<file path="src/hdl/jrpq_pkg.sv">
// ----------------------------------------------------------------------------
// jrpq_pkg
// shared types and constants for the job request priority queue
// ----------------------------------------------------------------------------
package jrpq_pkg;

  localparam int DEPTH = 64;
  localparam int AW    = $clog2(DEPTH);
  localparam int CW    = $clog2(DEPTH + 1);

  localparam logic [1:0] OP_INSERT = 2'd0;
  localparam logic [1:0] OP_REMOVE = 2'd1;
  localparam logic [1:0] OP_FIND   = 2'd2;

  localparam logic [1:0] ST_OK        = 2'd0;
  localparam logic [1:0] ST_NOT_FOUND = 2'd1;
  localparam logic [1:0] ST_FULL      = 2'd2;

  typedef struct packed {
    logic [19:0] id;
    logic        imm;
    logic [5:0]  prio;
    logic [31:0] time_s;
  } job_t;

  // true if new request a goes in front of stored entry b
  function automatic logic goes_before(input job_t a, input job_t b);
    logic later;
    later = (a.time_s != b.time_s) ? (a.time_s > b.time_s) : (a.id > b.id);
    if (a.imm) begin
      goes_before = b.imm ? later : 1'b1;
    end else if (b.imm) begin
      goes_before = 1'b0;
    end else if (a.prio == b.prio) begin
      goes_before = !later;
    end else begin
      goes_before = a.prio < b.prio;
    end
  endfunction

endpackage

</file>
<file path="src/hdl/job_request_priority_queue.sv">
// ----------------------------------------------------------------------------
// job_request_priority_queue
// sorted job request store with insert, remove-by-id and find-by-id
// ----------------------------------------------------------------------------
// channel | valid     | stall     | payload
// in      | in_valid  | in_stall  | opcode request_id immediate priority_req submit_time
// out     | out_valid | out_stall | status position occupancy
//
// entries live in one memory with a registered read, kept in service order.
// an item scans the occupied entries one per cycle (read, compare), then for
// insert/remove shifts the tail entry by entry (read, write back); a full
// insert or an unused opcode skips the scan and goes straight to done.
// one item is in work at a time; its result is staged and moves to the
// output register once that register is free, so the next item is taken
// while a result waits. reset clears control only; the memory needs no
// clearing pass.
module job_request_priority_queue (
  input  logic        clk,
  input  logic        rst,
  input  logic        in_valid,
  output logic        in_stall,
  input  logic [1:0]  opcode,
  input  logic [19:0] request_id,
  input  logic        immediate,
  input  logic [5:0]  priority_req,
  input  logic [31:0] submit_time,
  output logic        out_valid,
  input  logic        out_stall,
  output logic [1:0]  status,
  output logic [5:0]  position,
  output logic [6:0]  occupancy
);

  typedef enum logic [4:0] {
    S_IDLE  = 5'b00001,
    S_SCAN  = 5'b00010,
    S_SHIFT = 5'b00100,
    S_WRITE = 5'b01000,
    S_DONE  = 5'b10000
  } state_t;

  state_t state;
  jrpq_pkg::job_t mem [jrpq_pkg::DEPTH];
  jrpq_pkg::job_t rd_data;
  jrpq_pkg::job_t job;
  logic [1:0] op;
  logic [jrpq_pkg::CW-1:0] count;
  logic [jrpq_pkg::CW-1:0] idx;   // scan / shift pointer
  logic [jrpq_pkg::CW-1:0] pos;   // found position
  logic       rd_pend;            // rd_data is valid for entry idx-1
  logic [jrpq_pkg::AW-1:0] rd_addr;
  logic       wr_en;
  logic [jrpq_pkg::AW-1:0] wr_addr;
  jrpq_pkg::job_t wr_data;
  logic [1:0] res_status;         // staged result until the output is free
  logic [5:0] res_position;

  assign in_stall = (state != S_IDLE);

  // memory: one read, one write port
  always_ff @(posedge clk) begin
    if (wr_en) begin
      mem[wr_addr] <= wr_data;
    end
    rd_data <= mem[rd_addr];
  end

  logic [jrpq_pkg::CW-1:0] prev;
  assign prev = idx - 1'b1;
  logic hit;
  always_comb begin
    if (op == jrpq_pkg::OP_INSERT) begin
      hit = jrpq_pkg::goes_before(job, rd_data);
    end else begin
      hit = (rd_data.id == job.id);
    end
  end

  // read address: scan reads idx, insert shift reads idx-1 (moving up),
  // remove shift reads idx+1 (moving down)
  always_comb begin
    rd_addr = idx[jrpq_pkg::AW-1:0];
    if (state == S_SHIFT && op == jrpq_pkg::OP_INSERT) begin
      rd_addr = prev[jrpq_pkg::AW-1:0];
    end else if (state == S_SHIFT) begin
      rd_addr = jrpq_pkg::AW'(idx + 1'b1);
    end
  end

  always_ff @(posedge clk) begin
    if (rst) begin
      state     <= S_IDLE;
      count     <= '0;
      out_valid <= 1'b0;
      rd_pend   <= 1'b0;
      wr_en     <= 1'b0;
    end else begin
      wr_en <= 1'b0;
      if (out_valid && !out_stall) begin
        out_valid <= 1'b0;
      end
      unique case (state)
        S_IDLE: begin
          if (in_valid && !in_stall) begin
            op  <= opcode;
            job <= '{id: request_id, imm: immediate, prio: priority_req,
                     time_s: submit_time};
            idx <= '0;
            rd_pend <= 1'b0;
            if (opcode == jrpq_pkg::OP_INSERT && count == jrpq_pkg::CW'(jrpq_pkg::DEPTH)) begin
              res_status <= jrpq_pkg::ST_FULL; res_position <= '0; state <= S_DONE;
            end else if (opcode != jrpq_pkg::OP_INSERT && opcode != jrpq_pkg::OP_REMOVE &&
                         opcode != jrpq_pkg::OP_FIND) begin
              res_status <= jrpq_pkg::ST_OK; res_position <= '0; state <= S_DONE;
            end else begin
              state <= S_SCAN;
            end
          end
        end
        S_SCAN: begin
          if (rd_pend && hit) begin
            pos <= prev;
            rd_pend <= 1'b0;
            if (op == jrpq_pkg::OP_FIND) begin
              res_status <= jrpq_pkg::ST_OK; res_position <= 6'(prev); state <= S_DONE;
            end else if (op == jrpq_pkg::OP_INSERT) begin
              idx <= count; state <= S_SHIFT;
            end else begin
              idx <= prev; state <= S_SHIFT;
            end
          end else if (idx == count) begin
            rd_pend <= 1'b0;
            if (op == jrpq_pkg::OP_INSERT) begin
              pos <= count; idx <= count; state <= S_SHIFT;
            end else begin
              res_status <= jrpq_pkg::ST_NOT_FOUND; res_position <= '0; state <= S_DONE;
            end
          end else begin
            rd_pend <= 1'b1;
            idx <= idx + 1'b1;
          end
        end
        S_SHIFT: begin
          // insert: move entry idx-1 to idx until idx==pos
          // remove: move entry idx+1 to idx until idx==count-1
          if (op == jrpq_pkg::OP_INSERT) begin
            if (idx == pos) begin
              wr_en <= 1'b1; wr_addr <= jrpq_pkg::AW'(pos); wr_data <= job;
              count <= count + 1'b1; res_status <= jrpq_pkg::ST_OK;
              res_position <= 6'(pos); state <= S_WRITE;
            end else begin
              state <= S_WRITE;
            end
          end else begin
            if (idx == count - 1'b1) begin
              count <= count - 1'b1; res_status <= jrpq_pkg::ST_OK;
              res_position <= 6'(pos); state <= S_DONE;
            end else begin
              state <= S_WRITE;
            end
          end
        end
        S_WRITE: begin
          if (wr_en) begin
            state <= S_DONE;    // final insert write issued
          end else begin
            wr_en   <= 1'b1;
            wr_addr <= idx[jrpq_pkg::AW-1:0];
            wr_data <= rd_data;
            idx     <= (op == jrpq_pkg::OP_INSERT) ? prev : idx + 1'b1;
            state   <= S_SHIFT;
          end
        end
        S_DONE: begin
          if (!out_valid) begin
            out_valid <= 1'b1;
            status    <= res_status;
            position  <= res_position;
            occupancy <= 7'(count);
            state     <= S_IDLE;
          end
        end
        default: state <= S_IDLE;
      endcase
    end
  end

  // no result while an item is still in work
  a_out_only_idle: assert property (@(posedge clk) disable iff (rst)
    $rose(out_valid) |-> state == S_IDLE)
    else $error("result raised outside idle");

  a_count_bound: assert property (@(posedge clk) disable iff (rst)
    count <= jrpq_pkg::CW'(jrpq_pkg::DEPTH))
    else $error("count past depth");

  a_count_step: assert property (@(posedge clk) disable iff (rst)
    !$stable(count) |-> $past(state == S_SHIFT))
    else $error("count changed outside shift");

endmodule

</file>
<file path="config.mk">
export PLATFORM = sky130hd
export DESIGN_NAME = job_request_priority_queue
export DESIGN_NICKNAME = d
export VERILOG_FILES = /design/src/hdl/jrpq_pkg.sv /design/src/hdl/job_request_priority_queue.sv
export SDC_FILE = /design/constraint.sdc
export NUM_CORES = 2
export LEC_CHECK = 0
export BUFFER_PORTS_ARGS = -buffer_cell sky130_fd_sc_hd__buf_2
export CORE_MARGIN = 3
export CORE_UTILIZATION = 62
export CTS_BUF_LIST = sky130_fd_sc_hd__clkbuf_16
export DETAILED_ROUTE_END_ITERATION = 12
export GPL_TIMING_DRIVEN = 0
export PLACE_DENSITY_LB_ADDON = 0.15
export RECOVER_POWER = 25
export SYNTH_ARGS = -nofsm -noshare
export SYNTH_HDL_FRONTEND = slang
export SYNTH_SLANG_ARGS = --single-unit
</file>
<file path="constraint.sdc">
create_clock -name clk -period 14 [get_ports clk]
set_clock_uncertainty 0.2 [all_clocks]
set_input_delay 2.8 -clock clk [delete_from_list [all_inputs] [get_ports clk]]
set_output_delay 2.8 -clock clk [all_outputs]
set_load 0.02 [all_outputs]
</file>
### Word-level counts from Yosys, hierarchy flattened

Memories as Yosys holds them, arrays and structs flattened. A register that Yosys moved wholly into a read port is not among the register bits.
Index checks and enable logic that the tools add are counted.
Widths: inputs -> output; s select.

| word-level totals | value |
|---|---|
| output and inout bits | 17 |
| RAM bits | 3776 |
| word-level logic and storage cells | 167 |
| flip-flop bits (word level) | 178 |
| memories kept | 1 |

Memory list:

| memory | words | bits a word | read ports | clocked after memory_dff | write ports | line | text |
|---|---|---|---|---|---|---|---|
| mem | 64 | 59 | 1 | 1 | 1 | job_request_priority_queue.sv:43 | `jrpq_pkg::job_t mem [jrpq_pkg::DEPTH];` |

| operators by class | value |
|---|---|
| bitwise gates (word level) | 2 |
| equal/unequal tests | 30 |
| muxes and demuxes | 76 |
| reductions and logical operators | 29 |
| order comparisons | 3 |
| add/sub/neg operators | 4 |

Operators with widths:

| kind | number |
|---|---|
| $mux 59 | 3 |
| $pmux 59 s2 | 1 |
| $mux 7 | 13 |
| $mux 6 | 14 |
| $mux 5 | 11 |
| $gt 32x32->1 | 1 |
| $ne 32x32->1 | 1 |
| $pmux 5 s5 | 1 |
| $eq 7x7->1 | 3 |
| $pmux 7 s3 | 1 |
| $eq 20x20->1 | 1 |
| $gt 20x20->1 | 1 |
| $mux 2 | 10 |
| $ne 3x3->1 const B | 6 |
| $pmux 6 s3 | 1 |
| $mux 1 | 17 |
| $add 7x1->7 const B | 2 |
| $sub 7x1->7 const B | 2 |
| $pmux 6 s2 | 1 |
| $reduce_and 3->1 | 4 |
| $reduce_bool 2->1 | 6 |
| $ne 2x2->1 const B | 5 |
| $reduce_and 9->1 | 1 |
| $eq 7x7->1 const B | 1 |
| other kinds (23) | 37 |

### Longest topological paths before layout

| depth | value |
|---|---|
| depth after elaboration | 10 |
| mapped depth | 14 |
| depth with buffers taken out | 11 |

### Least setup slack after synthesis

Ideal clock, no wire load.

| timing | value |
|---|---|
| path kind | in2reg |
| start point | input port rst |
| end point | register wr_addr[0] (netlist name) (enable) |
| arrival | 7.457 ns |
| path buffers | 1 |
| path slack | 5.775 ns |
| stages | 2 |
| setup time | 0.568 ns |
| required time | 13.232 ns |
| path through | clkbuf_1 nor3_1 |

| between the ends | value |
|---|---|
| longest elaborated chain between the ends | 2 |

Ends and longest elaborated chain:

| element | line | text |
|---|---|---|
| from (decl) | job_request_priority_queue.sv:19 | `input logic rst,` |
| $not 1->1 (no line) | n/a |  |
| $reduce_and 5->1 (no line) | n/a |  |
| to (signal assigned) | job_request_priority_queue.sv:168 | `wr_addr <= idx[jrpq_pkg::AW-1:0];` |
| to (decl) | job_request_priority_queue.sv:53 | `logic [jrpq_pkg::AW-1:0] wr_addr;` |

No other way between the ends.
A chain may end at the register's enable or synchronous reset.

### Final worst setup path

| timing | value |
|---|---|
| start point | register idx[0] (netlist name) |
| end point | register, netlist name rd_data[11] |

| between the ends | value |
|---|---|
| longest elaborated chain between the ends | 3 |
| elaborated cells between the ends (all ways) | 4 |

Ends and longest elaborated chain:

| element | line | text |
|---|---|---|
| from (decl) | job_request_priority_queue.sv:48 | `logic [jrpq_pkg::CW-1:0] idx;` |
| from (signal assigned) | job_request_priority_queue.sv:140 | `idx <= idx + 1'b1;` |
| from (signal assigned) | job_request_priority_queue.sv:170 | `idx <= (op == jrpq_pkg::OP_INSERT) ? prev : idx + 1'b1;` |
| $add 7x1->7 | n/a |  |
| $mux 6 | job_request_priority_queue.sv:85 | `end else if (state == S_SHIFT) begin` |
| $mux 6 * | job_request_priority_queue.sv:83 | `if (state == S_SHIFT && op == jrpq_pkg::OP_INSERT) begin` |

Mark *: on every way between the ends. The rest lies on a longest branch, timed or not.

==> flow_summary.ini <==
[status]
violations = capacitance limit, slew limit
status = finished, violations left

[clock_network]
hold_buffers = 0
clockBufferDepth = 4
cts.clk_slew.worst_paths_ns = 0.06
clk_latency_ns = 0.98
clock_sink_count = 4013
cts_buffers = 404
postCtsResizedCells = 0
htree_levels = 5
root_buffer = clkbuf_16
postCtsSetupBuffers = 0
cts_tree = yes

[global_routing]
grt_pass1_wl_um = 612400
gr-total-overflow = 0
antenna_found_initial = 24
grt_max_degree = 65
grt_pass1_vias = 78870
grtUsageTotal_pct = 35.44

[timing]
timing.final.crit_share_pct = 50.85
period_minus_slack_ns = 7.119
whs_ns = 0.2198
finalSetupTns_ns = 0
rsz0062_at_grt = no
setup_viol = 0
tightest_slew_ns = 1.708
fmaxAchievable_mhz = 140.5
slew_headroom_pct = -13.89
report.final.slew_viol_count = 395
hold_viol_final = 0

[synthesis]
ys_seq_area_share_pct = 78.14
synth_edf_count = 3939
synth_warnings = 0
syn_inst = 6609
synth_fp_nets = 6737
ys_seq_elements = 4013
async_flop_share_pct = 0
synth_area_sq_um = 153300
synth_cell_types = 59
synth_flop_cell = edfxtp_1
avgSynthCellArea_sq_um = 23.19

[critical_path]
arrival_ns = 7.56
r2r_start = idx[0]
start_kind = flop
required_ns = 14.44
cp-end-kind = flop
cp_max_fo = 11
r2r_setup_slack_ns = 6.88
crit_type = flop to flop
reg2regPathDepth = 14
timing.rr.end = rd_data[11]

[flow_run]
maxCapViolations = 13

[place]
dp_hpwl_um = 289400
place_congestion = 0.8726
portBuffers = 80
place_inst = 10190

[power]
p_int_uw = 19960
p_sw_uw = 5731
switching_share_pct = 22.31
vdd_drop_max_v = 0.0001346
seqPwrFrac_pct = 51.0
cellPowerDensity_nw_per_um2 = 145.5
p_leak_uw = 0.05648
p_comb_share_pct = 8.1
clkPwrFrac_pct = 40.9

[finish]
layout_commonest_cell = edfxtp_1
multi_input_area_sq_um = 32240
fillers = 13480
drive_gt1_share_pct = 29.13
syn_to_final_growth_pct = 15.16
seq_area_sq_um = 119800
layout_common_cells = edfxtp_1 (3,939), mux4_2 (1,142), clkbuf_16 (409)
final_cells = 10960
nets = 7525

[hold_path]
whs_endpoint = status[1]
min_path_cells = 0
hold_path.class = flop to flop
hp-start = res_status[1]

[route]
via_per_inst = 7.241
drtIter0Drc = 13800
drc_errors = 0
wl_per_cell_um = 40.30
drt-total-wl_um = 441600
via_count = 79340
first_pass_iters = 7
ant_nets = 0

[floorplan]
dieWidth_um = 503.2
num_rows = 181
start_util_pct = 62.67
dieHeight_um = 503.2
die_area_sq_um = 253200
io_pins = 82
core_sq_um = 244600
==> cells in the mapped netlist, drive strengths merged, types with 3 or more instances <==
library cell | instances | share of area, %
a211oi | 7 | 0.034
a21o | 8 | 0.039
a21oi | 46 | 0.15
a22oi | 96 | 0.47
a31oi | 6 | 0.024
a32oi | 10 | 0.057
and3 | 14 | 0.057
buf | 202 | 0.62
clkbuf | 142 | 0.35
dfxtp | 74 | 0.97
edfxtp | 3939 | 77
ha | 63 | 0.51
inv | 76 | 0.19
mux2 | 3 | 0.022
mux2i | 28 | 0.18
mux4 | 1142 | 17
nand2 | 322 | 0.79
nand2b | 4 | 0.016
nand3 | 56 | 0.18
nand3b | 14 | 0.069
nand4 | 22 | 0.090
nor2 | 106 | 0.26
nor2b | 4 | 0.016
nor3 | 14 | 0.046
nor4 | 7 | 0.029
o211ai | 5 | 0.024
o21ai | 113 | 0.37
o221ai | 12 | 0.069
o22ai | 4 | 0.016
or3 | 3 | 0.012
xnor2 | 25 | 0.15
xor2 | 13 | 0.074
==> layout make-up <==
type                    count  area share (%)
diodes                     38         0.05387
plain buffers             344          0.8591
clock buffers             409           5.798
clock inverters           317           1.413
inverters                  76          0.1616
multi-input cells        2176           18.27
flip-flops and latches   4013           67.85
well taps                3202           2.270
repair buffers            382           3.329
==> metrics by stage <==
| step | instance area, sq um | setup WS, ns | power [uW] | utilization [%] |
|---|---|---|---|---|
| floorplan | 153300 | 5.775 | 14600 | - |
| global placement | 157700 | -0.1358 | 15330 | 64.47 |
| detailed placement | 164600 | 7.199 | 15360 | 67.29 |
| finish | 176500 | 6.881 | 25690 | 72.17 |
| CTS | 177300 | 7.190 | 25690 | 72.50 |
| global route | 176400 | 7.114 | 26250 | 72.14 |
==> routing by layer <==
metal	GRT usage [%]	up-vias	part of all wire [%]
met4	15.74	12	5.3
met2	54.10	6834	47
met3	10.79	1312	14
li1	-	29750	-
met1	48.16	41430	34
met5	0.2094	-	0.049
==> worst max path at each step <==
stage | from | endpoint | slack, ns | depth (start not counted)
global route | idx[0] | rd_data[11] | 7.11 | 14
floorplan | rst | wr_addr[0] | 5.77 | 2
finish | idx[0] | rd_data[11] | 6.88 | 14
global placement | rst | wr_data[30] | -0.14 | 2
detailed placement | idx[0] | rd_data[11] | 7.20 | 14
CTS | idx[0] | rd_data[11] | 7.19 | 14
==> power by group through the flow <==
stage / clock network, uW / logic (uW) / registers (uW)
after floorplan: 0 / 1270 / 13300
after global placement: 0 / 1970 / 13400
after CTS: 10500 / 2050 / 13100
final: 10500 / 2080 / 13100
after detailed placement: 0 / 2010 / 13300
after global routing: 11000 / 2150 / 13100
==> flip-flops by register name, summed over array words and instances (netlist names), 5 cells and up <==
register      cells
state             5
count             7
wr_data          59
mem            3776
rd_data          59
position          6
idx               7
job              59
pos               7
wr_addr           6
occupancy         7
res_position      6
==> critical path, cell delays in order (launching register included) <==
cell and delay, ns:
edfxtp_1 0.35, clkbuf_1 0.52, inv_1 0.18, ha_1 0.45, xnor2_1 0.21, nor2_1 0.07
a21oi_2 0.48, buf_2 0.79, buf_1 1.01, clkbuf_1 0.64, mux4_2 0.40, mux2i_1 0.25
mux2i_1 0.25, a32oi_1 0.38, o221ai_1 0.56
==> kinds of logic after synthesis <==
group / Yosys count / synth area share (%)
flip-flops: 4013 / 78.14
multiplexers: 1173 / 16.98
AND/OR/NAND/NOR: 581 / 1.650
buffers and inverters: 420 / 1.158
AO/OA/AOI/OAI: 321 / 1.335
adder cells (fa/ha/maj): 63 / 0.5143
XOR/XNOR: 38 / 0.2220
(Power assumes the default switching activity.)
